===== config.mk =====
export PLATFORM = sky130hd
export DESIGN_NAME = png_stored_block_encoder_unit
export DESIGN_NICKNAME = d
export VERILOG_FILES = /design/src/hdl/pse_pkg.sv /design/src/hdl/png_stored_block_encoder_unit.sv /design/src/hdl/pse_cfg.sv /design/src/hdl/pse_gen.sv
export SDC_FILE = /design/constraint.sdc
export NUM_CORES = 2
export LEC_CHECK = 0
export BUFFER_PORTS_ARGS = -buffer_cell sky130_fd_sc_hd__clkbuf_2
export CORE_MARGIN = 2
export CORE_UTILIZATION = 53
export CTS_BUF_LIST = sky130_fd_sc_hd__clkbuf_8
export DETAILED_ROUTE_END_ITERATION = 6
export PLACE_DENSITY = 0.77
export SLEW_MARGIN = 30
export SYNTH_ARGS = -nofsm -noshare
export SYNTH_HDL_FRONTEND = slang
export SYNTH_SLANG_ARGS = --single-unit

===== constraint.sdc =====
create_clock -name i_clk -period 15.93 [get_ports i_clk]
set_input_delay 3.186 -clock i_clk [delete_from_list [all_inputs] [get_ports i_clk]]
set_output_delay 3.186 -clock i_clk [all_outputs]
set_load 0.02 [all_outputs]

===== src/hdl/pse_pkg.sv =====
// Shared types, constants, CRC-32 and byte-select helpers of the PNG stored-block encoder.
// No dependencies; imported by pse_cfg, pse_gen, the top level and the testbench.
`default_nettype none

package pse_pkg;

    localparam int MAX_DIMENSION    = 8192;
    localparam int DIM_W            = 14;
    localparam int COUNT_W          = 13;
    localparam int BLOCK_LEN_W      = 16;
    localparam int STORED_BLOCK_MAX = (1 << BLOCK_LEN_W) - 1;
    localparam int RAW_W            = 28;
    localparam int BLOCKS_W         = RAW_W - BLOCK_LEN_W + 1;
    localparam int RESULT_LIMIT     = 52;
    localparam int BUDGET_W         = 6;

    localparam logic [31:0] CRC_POLY      = 32'hEDB88320;
    localparam logic [31:0] CRC_INIT      = 32'hFFFFFFFF;
    localparam logic [16:0] ADLER_MOD     = 17'd65521;
    localparam logic [63:0] PNG_SIGNATURE = 64'h89504E470D0A1A0A;
    localparam logic [31:0] TYPE_IHDR     = 32'h49484452;
    localparam logic [31:0] TYPE_IDAT     = 32'h49444154;
    localparam logic [31:0] TYPE_IEND     = 32'h49454E44;
    localparam logic [31:0] IHDR_LENGTH   = 32'd13;
    localparam logic [7:0]  ZLIB_CMF      = 8'h78;
    localparam logic [7:0]  ZLIB_FLG      = 8'h01;
    localparam logic [7:0]  BIT_DEPTH     = 8'd8;
    localparam logic [7:0]  COLOR_TYPE    = 8'd2;

    typedef enum logic [1:0] {
        CFG_WIDTH  = 2'd0,
        CFG_HEIGHT = 2'd1
    } t_cfg_index;

    typedef enum logic [1:0] {
        PH_START,
        PH_STREAM,
        PH_DONE
    } t_phase;

    typedef enum logic [3:0] {
        S_IDLE,
        S_SIG,
        S_IHDR_LEN,
        S_IHDR_TYPE,
        S_IHDR_DATA,
        S_IHDR_CRC,
        S_IDAT_LEN,
        S_IDAT_TYPE,
        S_ZHDR,
        S_DATA,
        S_ADLER,
        S_IDAT_CRC,
        S_IEND_LEN,
        S_IEND_TYPE,
        S_IEND_CRC
    } t_sec;

    typedef enum logic [1:0] {
        D_FILTER,
        D_RED,
        D_GREEN,
        D_BLUE
    } t_dsel;

    typedef struct packed {
        logic [DIM_W-1:0] width;
        logic [DIM_W-1:0] height;
        logic [RAW_W-1:0] raw;
        logic [31:0]      idat_len;
    } t_geom;

    typedef struct packed {
        logic [7:0] data;
        logic       last;
        logic       eof;
    } t_out_beat;

    typedef struct packed {
        logic step_open;
        logic drop;
        logic job_fin;
    } t_gen_stat;

    function automatic logic [31:0] crc_update(input logic [31:0] crc, input logic [7:0] data);
        logic [31:0] c;
        c = crc ^ {24'd0, data};
        for (int k = 0; k < 8; k++) begin
            c = c[0] ? ((c >> 1) ^ CRC_POLY) : (c >> 1);
        end
        return c;
    endfunction

    function automatic logic [7:0] word_byte(input logic [31:0] word, input logic [1:0] sel);
        logic [7:0] b;
        case (sel)
            2'd0:    b = word[31:24];
            2'd1:    b = word[23:16];
            2'd2:    b = word[15:8];
            default: b = word[7:0];
        endcase
        return b;
    endfunction

endpackage

`default_nettype wire


===== src/hdl/png_stored_block_encoder_unit.sv =====
// Top level of the PNG stored-block encoder: pixel buffer, output register, assertions.
// Depends on pse_pkg, pse_cfg and pse_gen.
//
// Pixels (24-bit RGB, raster order) arrive on i_in_valid / o_in_stall; file bytes
// leave on o_out_valid / i_out_stall, one byte per transfer. The first pixel of a
// file produces the signature, IHDR, the IDAT header, the zlib header and the first
// stored-block header ahead of its own data; the last pixel appends Adler-32, the
// IDAT CRC and IEND, with o_end_of_file on the final byte. o_last_of_run marks the
// last byte of each pixel's run; a run is cut at 52 bytes and the rest goes out
// with the next pixel, which is then dropped.
// Throughput: one output byte per cycle while the receiver does not stall, set by the
// single byte lane of the sequencer. Each pixel's run goes from the pixel buffer
// through the sequencer's job registers to the output register. A one-entry pixel buffer
// takes the next pixel while bytes are still in flight.
// Reset (synchronous, active low) returns both dimensions to 1 and the sequencer
// to idle. A stalled receiver freezes the sequencer; the output byte holds.
// A write to either dimension register abandons any file in progress.
`default_nettype none

module png_stored_block_encoder_unit
    import pse_pkg::*;
(
    input  wire logic              i_clk,
    input  wire logic              i_rst_n,
    input  wire logic              i_cfg_we,
    input  wire logic [1:0]        i_cfg_idx,
    input  wire logic [DIM_W-1:0]  i_cfg_data,
    input  wire logic              i_in_valid,
    output logic                   o_in_stall,
    input  wire logic [23:0]       i_pixel_rgb,
    output logic                   o_out_valid,
    input  wire logic              i_out_stall,
    output logic [7:0]             o_out_byte,
    output logic                   o_last_of_run,
    output logic                   o_end_of_file
);

    t_geom       geom;
    logic        abort;
    logic        pix_take;
    logic        beat_valid;
    t_out_beat   beat;
    t_gen_stat   stat;
    logic        out_ready;

    logic        r_pix_valid;
    logic [23:0] r_pix;
    logic        r_out_valid;
    t_out_beat   r_out;

    pse_cfg u_cfg (
        .i_clk      (i_clk),
        .i_rst_n    (i_rst_n),
        .i_cfg_we   (i_cfg_we),
        .i_cfg_idx  (i_cfg_idx),
        .i_cfg_data (i_cfg_data),
        .o_geom     (geom),
        .o_abort    (abort)
    );

    pse_gen u_gen (
        .i_clk        (i_clk),
        .i_rst_n      (i_rst_n),
        .i_geom       (geom),
        .i_abort      (abort),
        .i_pix_valid  (r_pix_valid),
        .i_pix        (r_pix),
        .i_out_ready  (out_ready),
        .o_pix_take   (pix_take),
        .o_beat_valid (beat_valid),
        .o_beat       (beat),
        .o_stat       (stat)
    );

    assign o_in_stall = r_pix_valid;
    assign out_ready  = !r_out_valid || !i_out_stall;

    // hold one pixel until the sequencer takes it
    always_ff @(posedge i_clk) begin
        if (!i_rst_n) begin
            r_pix_valid <= 1'b0;
        end else if (i_in_valid && !r_pix_valid) begin
            r_pix_valid <= 1'b1;
        end else if (pix_take) begin
            r_pix_valid <= 1'b0;
        end
    end

    always_ff @(posedge i_clk) begin
        if (i_in_valid && !r_pix_valid) begin
            r_pix <= i_pixel_rgb;
        end
    end

    always_ff @(posedge i_clk) begin
        if (!i_rst_n) begin
            r_out_valid <= 1'b0;
        end else if (beat_valid) begin
            r_out_valid <= 1'b1;
        end else if (!i_out_stall) begin
            r_out_valid <= 1'b0;
        end
    end

    always_ff @(posedge i_clk) begin
        if (beat_valid) begin
            r_out <= beat;
        end
    end

    assign o_out_valid   = r_out_valid;
    assign o_out_byte    = r_out.data;
    assign o_last_of_run = r_out.last;
    assign o_end_of_file = r_out.eof;

    a_eof_ends_run: assert property (@(posedge i_clk) disable iff (!i_rst_n)
        o_out_valid && o_end_of_file |-> o_last_of_run)
        else $error("end of file not at end of run");

    a_abort_closes: assert property (@(posedge i_clk) disable iff (!i_rst_n)
        i_cfg_we && (i_cfg_idx == CFG_WIDTH || i_cfg_idx == CFG_HEIGHT)
        |=> !stat.step_open)
        else $error("run still open after dimension write");

    a_drop_only_done: assert property (@(posedge i_clk) disable iff (!i_rst_n)
        stat.drop |-> stat.job_fin)
        else $error("pixel dropped while file not complete");

    a_take_needs_pixel: assert property (@(posedge i_clk) disable iff (!i_rst_n)
        pix_take |-> r_pix_valid)
        else $error("pixel taken from empty buffer");

endmodule

`default_nettype wire


===== src/hdl/pse_cfg.sv =====
// Dimension registers and image size pipeline (raw length, block count, IDAT length).
// Depends on pse_pkg.
`default_nettype none

module pse_cfg
    import pse_pkg::*;
(
    input  wire logic              i_clk,
    input  wire logic              i_rst_n,
    input  wire logic              i_cfg_we,
    input  wire logic [1:0]        i_cfg_idx,
    input  wire logic [DIM_W-1:0]  i_cfg_data,
    output t_geom                  o_geom,
    output logic                   o_abort
);

    logic [DIM_W-1:0]    r_width;
    logic [DIM_W-1:0]    r_height;
    logic [RAW_W-1:0]    r_raw;
    logic [BLOCKS_W-1:0] r_blocks;
    logic [31:0]         r_idat_len;

    logic [DIM_W-1:0]    eff;
    logic [15:0]         row_len;
    logic [29:0]         product;
    logic [BLOCK_LEN_W:0] fold;
    logic                fold_ge;
    logic [BLOCK_LEN_W:0] fold_rem;
    logic [BLOCKS_W-1:0] n_blocks;
    logic [31:0]         n_idat_len;

    always_comb begin
        if (i_cfg_data == '0) begin
            eff = DIM_W'(1);
        end else if (i_cfg_data > DIM_W'(MAX_DIMENSION)) begin
            eff = DIM_W'(MAX_DIMENSION);
        end else begin
            eff = i_cfg_data;
        end
    end

    always_comb begin
        o_abort = 1'b0;
        case (t_cfg_index'(i_cfg_idx))
            CFG_WIDTH:  o_abort = i_cfg_we;
            CFG_HEIGHT: o_abort = i_cfg_we;
            default:    o_abort = 1'b0;
        endcase
    end

    always_ff @(posedge i_clk) begin
        if (!i_rst_n) begin
            r_width  <= DIM_W'(1);
            r_height <= DIM_W'(1);
        end else if (i_cfg_we && t_cfg_index'(i_cfg_idx) == CFG_WIDTH) begin
            r_width <= eff;
        end else if (i_cfg_we && t_cfg_index'(i_cfg_idx) == CFG_HEIGHT) begin
            r_height <= eff;
        end
    end

    assign row_len  = 16'({r_width, 1'b0}) + 16'(r_width) + 16'd1;
    assign product  = row_len * 30'(r_height);

    assign fold     = (BLOCK_LEN_W+1)'(r_raw[RAW_W-1:BLOCK_LEN_W])
                    + (BLOCK_LEN_W+1)'(r_raw[BLOCK_LEN_W-1:0]);
    assign fold_ge  = fold >= (BLOCK_LEN_W+1)'(STORED_BLOCK_MAX);
    assign fold_rem = fold_ge ? fold - (BLOCK_LEN_W+1)'(STORED_BLOCK_MAX) : fold;
    assign n_blocks = BLOCKS_W'(r_raw[RAW_W-1:BLOCK_LEN_W]) + BLOCKS_W'(fold_ge)
                    + BLOCKS_W'(fold_rem != '0);
    assign n_idat_len = 32'(r_raw) + 32'({r_blocks, 2'b00}) + 32'(r_blocks) + 32'd6;

    always_ff @(posedge i_clk) begin
        r_raw      <= product[RAW_W-1:0];
        r_blocks   <= n_blocks;
        r_idat_len <= n_idat_len;
    end

    assign o_geom.width    = r_width;
    assign o_geom.height   = r_height;
    assign o_geom.raw      = r_raw;
    assign o_geom.idat_len = r_idat_len;

endmodule

`default_nettype wire


===== src/hdl/pse_gen.sv =====
// Byte sequencer: walks file sections, inserts stored-block headers, keeps CRC-32 and Adler-32.
// Depends on pse_pkg; geometry comes from pse_cfg.
`default_nettype none

module pse_gen
    import pse_pkg::*;
(
    input  wire logic        i_clk,
    input  wire logic        i_rst_n,
    input  wire t_geom       i_geom,
    input  wire logic        i_abort,
    input  wire logic        i_pix_valid,
    input  wire logic [23:0] i_pix,
    input  wire logic        i_out_ready,
    output logic             o_pix_take,
    output logic             o_beat_valid,
    output t_out_beat        o_beat,
    output t_gen_stat        o_stat
);

    t_sec                   r_state, n_state;
    t_dsel                  r_dsel, n_dsel;
    t_phase                 r_phase, n_phase;
    logic [3:0]             r_idx, n_idx;
    logic                   r_open, n_open;
    logic [BUDGET_W-1:0]    r_budget, n_budget;
    logic [31:0]            r_crc, n_crc;
    logic [15:0]            r_adler_lo, n_adler_lo;
    logic [15:0]            r_adler_hi, n_adler_hi;
    logic [BLOCK_LEN_W-1:0] r_block_left, n_block_left;
    logic [RAW_W-1:0]       r_raw_left, n_raw_left;
    logic [COUNT_W-1:0]     r_col, n_col;
    logic [COUNT_W-1:0]     r_row, n_row;
    logic [23:0]            r_job_pix, n_job_pix;
    logic                   r_job_fin, n_job_fin;

    t_sec                   seq_state;
    logic [3:0]             seq_idx;
    t_dsel                  seq_dsel;
    logic                   emit;
    logic [7:0]             byte_out;
    logic                   crc_en, crc_init, data_en, eof, job_end;
    logic                   step_last, closing, step_start, held, job_start;
    logic [BLOCK_LEN_W-1:0] blk_len;
    logic                   blk_final;
    logic [63:0]            sig_shift;
    logic [16:0]            lo_sum, hi_sum;
    logic [15:0]            lo_next, hi_next;
    logic                   sf, wrap, fin;
    logic [COUNT_W-1:0]     col0, row0;
    logic [COUNT_W:0]       col_inc, row_inc;

    assign emit    = r_open && i_out_ready;
    assign blk_len = (r_raw_left > RAW_W'(STORED_BLOCK_MAX)) ? BLOCK_LEN_W'(STORED_BLOCK_MAX)
                                                             : r_raw_left[BLOCK_LEN_W-1:0];
    assign blk_final = RAW_W'(blk_len) == r_raw_left;
    assign sig_shift = PNG_SIGNATURE >> {3'd7 - r_idx[2:0], 3'b000};

    always_comb begin
        byte_out  = '0;
        crc_en    = 1'b0;
        crc_init  = 1'b0;
        data_en   = 1'b0;
        eof       = 1'b0;
        job_end   = 1'b0;
        seq_state = r_state;
        seq_idx   = r_idx + 4'd1;
        seq_dsel  = r_dsel;
        case (r_state)
            S_SIG: begin
                byte_out = sig_shift[7:0];
                if (r_idx == 4'd7) begin
                    seq_state = S_IHDR_LEN;
                    seq_idx   = '0;
                end
            end
            S_IHDR_LEN: begin
                byte_out = word_byte(IHDR_LENGTH, r_idx[1:0]);
                if (r_idx == 4'd3) begin
                    seq_state = S_IHDR_TYPE;
                    seq_idx   = '0;
                end
            end
            S_IHDR_TYPE: begin
                byte_out = word_byte(TYPE_IHDR, r_idx[1:0]);
                crc_en   = 1'b1;
                crc_init = r_idx == '0;
                if (r_idx == 4'd3) begin
                    seq_state = S_IHDR_DATA;
                    seq_idx   = '0;
                end
            end
            S_IHDR_DATA: begin
                crc_en = 1'b1;
                if (r_idx < 4'd4) begin
                    byte_out = word_byte(32'(i_geom.width), r_idx[1:0]);
                end else if (r_idx < 4'd8) begin
                    byte_out = word_byte(32'(i_geom.height), r_idx[1:0]);
                end else if (r_idx == 4'd8) begin
                    byte_out = BIT_DEPTH;
                end else if (r_idx == 4'd9) begin
                    byte_out = COLOR_TYPE;
                end
                if (r_idx == 4'd12) begin
                    seq_state = S_IHDR_CRC;
                    seq_idx   = '0;
                end
            end
            S_IHDR_CRC: begin
                byte_out = word_byte(~r_crc, r_idx[1:0]);
                if (r_idx == 4'd3) begin
                    seq_state = S_IDAT_LEN;
                    seq_idx   = '0;
                end
            end
            S_IDAT_LEN: begin
                byte_out = word_byte(i_geom.idat_len, r_idx[1:0]);
                if (r_idx == 4'd3) begin
                    seq_state = S_IDAT_TYPE;
                    seq_idx   = '0;
                end
            end
            S_IDAT_TYPE: begin
                byte_out = word_byte(TYPE_IDAT, r_idx[1:0]);
                crc_en   = 1'b1;
                crc_init = r_idx == '0;
                if (r_idx == 4'd3) begin
                    seq_state = S_ZHDR;
                    seq_idx   = '0;
                end
            end
            S_ZHDR: begin
                byte_out = (r_idx == '0) ? ZLIB_CMF : ZLIB_FLG;
                crc_en   = 1'b1;
                if (r_idx == 4'd1) begin
                    seq_state = S_DATA;
                    seq_idx   = '0;
                    seq_dsel  = D_FILTER;
                end
            end
            S_DATA: begin
                crc_en = 1'b1;
                if (r_block_left == '0) begin
                    case (r_idx)
                        4'd0:    byte_out = {7'd0, blk_final};
                        4'd1:    byte_out = blk_len[7:0];
                        4'd2:    byte_out = blk_len[15:8];
                        4'd3:    byte_out = ~blk_len[7:0];
                        default: byte_out = ~blk_len[15:8];
                    endcase
                    if (r_idx == 4'd4) begin
                        seq_idx = '0;
                    end
                end else begin
                    data_en = 1'b1;
                    seq_idx = '0;
                    case (r_dsel)
                        D_FILTER: byte_out = 8'd0;
                        D_RED:    byte_out = r_job_pix[23:16];
                        D_GREEN:  byte_out = r_job_pix[15:8];
                        default:  byte_out = r_job_pix[7:0];
                    endcase
                    if (r_dsel == D_BLUE) begin
                        if (r_job_fin) begin
                            seq_state = S_ADLER;
                        end else begin
                            seq_state = S_IDLE;
                            job_end   = 1'b1;
                        end
                    end else begin
                        seq_dsel = t_dsel'(r_dsel + 2'd1);
                    end
                end
            end
            S_ADLER: begin
                byte_out = word_byte({r_adler_hi, r_adler_lo}, r_idx[1:0]);
                crc_en   = 1'b1;
                if (r_idx == 4'd3) begin
                    seq_state = S_IDAT_CRC;
                    seq_idx   = '0;
                end
            end
            S_IDAT_CRC: begin
                byte_out = word_byte(~r_crc, r_idx[1:0]);
                if (r_idx == 4'd3) begin
                    seq_state = S_IEND_LEN;
                    seq_idx   = '0;
                end
            end
            S_IEND_LEN: begin
                byte_out = 8'd0;
                if (r_idx == 4'd3) begin
                    seq_state = S_IEND_TYPE;
                    seq_idx   = '0;
                end
            end
            S_IEND_TYPE: begin
                byte_out = word_byte(TYPE_IEND, r_idx[1:0]);
                crc_en   = 1'b1;
                crc_init = r_idx == '0;
                if (r_idx == 4'd3) begin
                    seq_state = S_IEND_CRC;
                    seq_idx   = '0;
                end
            end
            S_IEND_CRC: begin
                byte_out = word_byte(~r_crc, r_idx[1:0]);
                if (r_idx == 4'd3) begin
                    eof       = 1'b1;
                    job_end   = 1'b1;
                    seq_state = S_IDLE;
                    seq_idx   = '0;
                end
            end
            default: begin
                seq_idx = r_idx;
            end
        endcase
    end

    assign lo_sum  = {1'b0, r_adler_lo} + 17'(byte_out);
    assign lo_next = (lo_sum >= ADLER_MOD) ? 16'(lo_sum - ADLER_MOD) : lo_sum[15:0];
    assign hi_sum  = {1'b0, r_adler_hi} + {1'b0, lo_next};
    assign hi_next = (hi_sum >= ADLER_MOD) ? 16'(hi_sum - ADLER_MOD) : hi_sum[15:0];

    assign step_last  = job_end || (r_budget == BUDGET_W'(RESULT_LIMIT - 1));
    assign closing    = emit && step_last;
    assign step_start = i_pix_valid && (!r_open || closing);
    assign held       = r_open ? (seq_state != S_IDLE) : (r_state != S_IDLE);
    assign job_start  = step_start && !held;

    assign sf      = r_phase != PH_STREAM;
    assign col0    = sf ? '0 : r_col;
    assign row0    = sf ? '0 : r_row;
    assign col_inc = {1'b0, col0} + (COUNT_W+1)'(1);
    assign row_inc = {1'b0, row0} + (COUNT_W+1)'(1);
    assign wrap    = col_inc >= i_geom.width;
    assign fin     = wrap && (row_inc >= i_geom.height);

    always_comb begin
        n_state      = r_state;
        n_idx        = r_idx;
        n_dsel       = r_dsel;
        n_phase      = r_phase;
        n_open       = r_open;
        n_budget     = r_budget;
        n_crc        = r_crc;
        n_adler_lo   = r_adler_lo;
        n_adler_hi   = r_adler_hi;
        n_block_left = r_block_left;
        n_raw_left   = r_raw_left;
        n_col        = r_col;
        n_row        = r_row;
        n_job_pix    = r_job_pix;
        n_job_fin    = r_job_fin;

        if (emit) begin
            n_state  = seq_state;
            n_idx    = seq_idx;
            n_dsel   = seq_dsel;
            n_budget = step_last ? '0 : r_budget + BUDGET_W'(1);
            if (crc_en) begin
                n_crc = crc_update(crc_init ? CRC_INIT : r_crc, byte_out);
            end
            if (r_state == S_ZHDR) begin
                n_adler_lo   = 16'd1;
                n_adler_hi   = 16'd0;
                n_block_left = '0;
                n_raw_left   = i_geom.raw;
            end
            if (r_state == S_DATA && r_block_left == '0 && r_idx == 4'd4) begin
                n_block_left = blk_len;
            end
            if (data_en) begin
                n_adler_lo   = lo_next;
                n_adler_hi   = hi_next;
                n_block_left = r_block_left - BLOCK_LEN_W'(1);
                n_raw_left   = r_raw_left - RAW_W'(1);
            end
            if (closing) begin
                n_open = 1'b0;
            end
        end

        if (step_start) begin
            n_open   = 1'b1;
            n_budget = '0;
        end

        if (job_start) begin
            n_state   = sf ? S_SIG : S_DATA;
            n_idx     = '0;
            n_dsel    = (col0 == '0) ? D_FILTER : D_RED;
            n_job_pix = i_pix;
            n_job_fin = fin;
            n_col     = wrap ? '0 : col_inc[COUNT_W-1:0];
            n_row     = wrap ? row_inc[COUNT_W-1:0] : row0;
            n_phase   = fin ? PH_DONE : PH_STREAM;
        end

        if (i_abort) begin
            n_state  = S_IDLE;
            n_idx    = '0;
            n_open   = 1'b0;
            n_budget = '0;
            n_phase  = PH_START;
        end
    end

    always_ff @(posedge i_clk) begin
        if (!i_rst_n) begin
            r_state      <= S_IDLE;
            r_idx        <= '0;
            r_dsel       <= D_FILTER;
            r_phase      <= PH_START;
            r_open       <= 1'b0;
            r_budget     <= '0;
            r_crc        <= CRC_INIT;
            r_adler_lo   <= 16'd1;
            r_adler_hi   <= 16'd0;
            r_block_left <= '0;
            r_raw_left   <= '0;
            r_col        <= '0;
            r_row        <= '0;
            r_job_fin    <= 1'b0;
        end else begin
            r_state      <= n_state;
            r_idx        <= n_idx;
            r_dsel       <= n_dsel;
            r_phase      <= n_phase;
            r_open       <= n_open;
            r_budget     <= n_budget;
            r_crc        <= n_crc;
            r_adler_lo   <= n_adler_lo;
            r_adler_hi   <= n_adler_hi;
            r_block_left <= n_block_left;
            r_raw_left   <= n_raw_left;
            r_col        <= n_col;
            r_row        <= n_row;
            r_job_fin    <= n_job_fin;
        end
    end

    always_ff @(posedge i_clk) begin
        r_job_pix <= n_job_pix;
    end

    assign o_pix_take     = step_start && !i_abort;
    assign o_beat_valid   = emit;
    assign o_beat.data    = byte_out;
    assign o_beat.last    = step_last;
    assign o_beat.eof     = eof;
    assign o_stat.step_open = r_open;
    assign o_stat.drop      = step_start && held;
    assign o_stat.job_fin   = r_job_fin;

endmodule

`default_nettype wire


==> Yosys cells after proc, flatten, opt, wreduce, memory -nomap -nowiden <==
Index checks and enable logic that the tools add are counted.
{ "classes": {"addsub": 21, "shifts": 1, "mul": 1, "mux": 99, "n_eq_ne": 35, "n_bitwise": 14, "n_lt_le_gt_ge": 9, "reduce_logical": 55} }
{ "ops": {"columns": ["cell", "n"], "rows": [
  ["$mux W32", 9],
  ["$mux W16", 9],
  ["$not A13 Y14", 8],
  ["$mux W4", 26],
  ["$pmux W8 S3", 4],
  ["$pmux W8 S11", 1],
  ["$shr A64 B6 Y8 const A", 1],
  ["$mux W28", 2],
  ["$pmux W4 S14", 1],
  ["$mux W13", 4],
  ["$ge A17 B16 Y1 const B", 3],
  ["$eq A4 B4 Y1 const B", 10],
  ["$add A32 B13 Y32", 1],
  ["$add A32 B3 Y32 const B", 1],
  ["$mux W8", 4],
  ["$not A32 Y32", 1],
  ["$pmux W8 S2", 2],
  ["$pmux W8 S4", 1],
  ["$sub A16 B16 Y16 const B", 2],
  ["$xor A32 B8 Y32", 1],
  ["$pmux W5 S3", 2],
  ["$add A28 B15 Y29", 1],
  ["$add A13 B1 Y14 const B", 2],
  ["$eq A16 B28 Y1", 1],
  ["other kinds (60)", 138]
]} }
{ "word_totals": {"output_inout_bits": 12, "reg_bits": 315} }

==> Depth between registers and ports, before layout <==
{ "logic_depth": {"ltp_word": 23, "ltp_mapped": 36} }

==> Hierarchy <==
A second synthesis with hierarchy kept.
{ "unflattened": {"cells_unflattened": 3476, "hier_area_um2": 29055.4} }
{ "by_module_without_submodules": {"columns": ["module", "area_per_inst_um2", "cells_each", "instances", "seq_area_each_um2"], "rows": [
  ["pse_gen", 14516.4, 1905, 1, 3803.6],
  ["pse_cfg", 13435.4, 1529, 1, 1961.9],
  ["png_stored_block_encoder_unit", 1103.6, 42, 1, 1061.0]
]} }

==> Worst setup path before layout <==
Ideal clock, no wire load.
{ "synth_path": {"path_type": "register to register", "from": "register u_gen.r_block_left[0]", "to": "register u_gen.r_adler_hi[12]", "path_slack_ns": 7.329, "arrival_ns": 8.473, "setup_time_ns": 0.129, "n_path_buf": 3, "path_stages_with_launch": 34, "synth_period_minus_slack_ns": 8.601, "cell_sequence": "dfxtp_1 -> inv_1 -> ha_1 -> or4b_4 -> or4b_4 -> o21ai_2 -> buf_2 -> o211ai_1 -> or3_4 -> ha_1 -> inv_1 -> o21bai_1 -> a211oi_1 -> o21a_1 -> or2_2 -> xor2_1 -> or4_1 -> o21a_1 -> clkbuf_1 -> mux2_2 -> inv_1 -> ha_1 -> a21o_1 -> a21o_1 -> a2111oi_0 -> nor3b_1 -> o41a_1 -> nor2_1 -> a311oi_1 -> o41ai_1 -> clkbuf_1 -> nand4_1 -> xnor2_1 -> o21ai_0"} }
{ "synth_lines": {"columns": ["item", "line_no", "text"], "rows": [
  ["start, declared", "pse_gen.sv:30", "logic [BLOCK_LEN_W-1:0] r_block_left, n_block_left;"],
  ["start signal, assigned", "pse_gen.sv:336", "r_block_left <= n_block_left;"],
  ["end signal, assigned", "pse_gen.sv:335", "r_adler_hi <= n_adler_hi;"],
  ["end, declared", "pse_gen.sv:29", "logic [15:0] r_adler_hi, n_adler_hi;"]
]} }

==> impl_metrics.yaml <==
logic_synthesis:
  ys_seq_area_share_pct: 24.2
  syn_inst: 3396
  netlist.area_leader.share_pct: 18.0
  synth_seq_cells: 313
  synth_top_cell_by_area: "dfxtp_1"
  syn_area_um2: 28300
  synth_nets: 3836
  synth-edff-count: 58
  synth_area_leaders: "dfxtp_1 (18%), fa_1 (12%), ha_1 (9.9%)"
  ys.flop_type: "dfxtp_1"
  synth_async_sr_flop_share_pct: 0
  ys_types: 100
  ys_warn_count: 0
  syn_area_per_cell_um2: 8.34
cells_and_area:
  final_nets: 3832
  drive_gt1_share_pct: 7.91
  final_common_cell: "nand2_1"
  final_cell_mix: "nand2_1 (397), nor2_1 (281), inv_1 (278), dfxtp_1 (254), ha_1 (223)"
  syn_to_final_growth_pct: 7.81
global_route:
  grt_max_degree: 61
  grt.overflow.total: 0
  grt_pass1_wl_um: 125000
  grt_pass1_vias: 23646
  antenna_found_initial: 1
  grt_usage_pct: 27.6
clock_network:
  cts_inserted_buffers: 54
  hold_buffers: 0
  cts_tree: "yes"
  cts_max_path_buffers: 3
  cts_setup_buffers: 0
  h-tree-depth: 2
  cts-root-buf: "clkbuf_8"
  clock-sinks: 313
  clkLatencyLatePin_ns: 0.67
  cts_resized: 0
  path_clk_slew_ns: 0.06
die:
  die_x_um: 235
  rows: 84
  start_util_pct: 53.8
  die_area_um2: 55300
  fp.coreArea_um2: 52700
  die_height_um: 235
  pin_count: 57
timing:
  final.setup.tns_ns: 0
  min_period_ns: 9.42
  grt_setup_unrepaired: "no"
  setup_violations: 0
  slew_violations: 0
  finalCritPeriodShare_pct: 59.2
  fin_worst_skew_ns: 0.0455
  relSlewSlack_pct: 38.5
  timing.hold.ws_ns: 0.380
  fmax_mhz: 106
  final_hold_viol_count: 0
  tightest_slew_ns: 0.915
drt:
  via_count: 24950
  dr.first_iter.drc_count: 2281
  drcViolationCount: 0
  wl_per_cell_um: 18.8
  wirelength_um: 77600
  via_per_inst: 6.05
  drt_first_pass_iters: 6
  ant_nets: 0
placed_design:
  dpl.hpwl_um: 58000
  port-buffer-count: 56
  gp_congestion: 0.956
power:
  totalPowerFinal_uw: 1970
  power_density_nw_per_um2: 64.6
  total_leakage_power_uw: 0.0130
  ir_drop_v: 0.0000533
worst_setup_path:
  crit_buf_inv: 2
  startpoint_type: "flip-flop"
  required_ns: 16.43
  crit_path_top_delay_cell: "or4_1"
  path_max_fanout: 19
  critPathTopFamily: "compound AO/OA/AOI/OAI gates"
  endpoint_kind: "flip-flop"
  critPathKind: "flip-flop to flip-flop"
  cp.arrival_ns: 9.92
  max_stage_delay_ns: 0.85
job:
  max-cap-violations: 0
run_status:
  outcome: "completed"
min_path:
  hp-class: "flip-flop to flip-flop"
cell type report:
cell class	instances	area (um^2)
Antenna cell	1	2.50
Clock buffer	63	867
Clock inverter	38	372
Fill cell	4647	22100
Inverter	271	1020
Multi-Input combinational cell	2641	19900
Sequential cell	313	6850
Tap cell	688	861
Timing Repair Buffer	111	693
cell usage after synthesis (11+ instances only):
master      n
a211oi_1   26
a21o_1     34
a21oi_1   195
a221oi_1   13
a222oi_1   15
a22o_1     23
a22oi_1    31
a31oi_1    24
and2_1     99
and3_1     19
buf_1      13
clkbuf_1  151
dfxtp_1   255
edfxtp_1   58
fa_1      171
ha_1      224
inv_1     269
mux2i_1    11
nand2_1   397
nand2b_1   31
nand3_1    83
nand3b_1   11
nand4_1    20
nor2_1    282
nor2b_1    48
nor3_1     70
nor4_1     48
o211ai_1   39
o21a_1     30
o21ai_0   178
o21bai_1   15
o221ai_1   12
o22ai_1    23
o31ai_1    18
or2_2      11
or3_1      27
or4_1      12
xnor2_1   135
xor2_1     81
metal layers:
metal / global-route usage [%] / routed length, um
met1: 37.0 / 32800
met4: 10.8 / 2960
met5: 0 / 0
met3: 3.75 / 5490
met2: 45.2 / 36400
registers in the layout, indices dropped and copies added (netlist names), 6 cells and up:
register / count
u_gen.r_adler_lo: 16
u_gen.r_raw_left: 28
u_gen.r_adler_hi: 16
u_cfg.r_raw: 28
o_out_byte: 8
u_cfg.r_blocks: 13
u_gen.r_job_pix: 24
u_gen.r_row: 13
u_cfg.r_height: 14
u_gen.r_crc: 32
u_gen.r_col: 13
u_cfg.r_width: 14
u_cfg.r_idat_len: 30
u_gen.r_budget: 6
u_gen.r_block_left: 16
r_pix: 24
final timing paths:
kind | startpoint | to | slack, ns | depth (start not counted)
setup / recovery | u_gen.r_raw_left[19] | u_gen.r_adler_hi[3] | 6.51 | 30
hold / removal | r_pix[18] | u_gen.r_job_pix[18] | 0.38 | 0
setup reg to reg | u_gen.r_raw_left[19] | u_gen.r_adler_hi[3] | 6.51 | 30
hold reg to reg | r_pix[18] | u_gen.r_job_pix[18] | 0.38 | 0
kinds of logic (layout without fill, tap and decap cells):
logic type	count (synthesis)	count (layout)	share of synthesized area, %
mux	18	18	0.707
compound gates	782	782	18.1
simple gates	1210	1210	20.8
flops	313	313	24.2
fa+ha+maj	395	395	22.0
other cells	1	2	0.0132
xor+xnor	235	235	8.29
buf+inv	442	483	5.89
power by group:
group / switching (uW) / total, uW / internal [uW]
Sequential: 30.9 / 869 / 838
Clock: 363 / 842 / 479
Combinational: 159 / 263 / 104
Total: 553 / 1970 / 1420
worst register-to-register path: cells and delay by family (launching register included):
| kind | cells | cell delay, ns |
|---|---|---|
| multiplexers | 2 | 0.76 |
| XOR/XNOR | 2 | 0.20 |
| AND/OR/NAND/NOR | 7 | 2.67 |
| AO/OA/AOI/OAI | 14 | 4.07 |
| buffers and inverters | 2 | 0.32 |
| flip-flops | 1 | 0.36 |
| adder cells (fa/ha/maj) | 3 | 0.88 |
stage by stage:
stage | std cells | instance area (um^2) | setup slack, ns | util [%]
final | 4126 | 30500 | 6.51 | 58.0
after floorplan | 3396 | 28300 | 7.33 | -
after global routing | 4126 | 30500 | 5.83 | 58.0
after CTS | 4125 | 30500 | 6.62 | 58.0
after detailed placement | 4024 | 29300 | 6.67 | 55.6
after global placement | 4024 | 29300 | 6.76 | 55.6
Note: power is estimated with default switching activity, not from simulation.
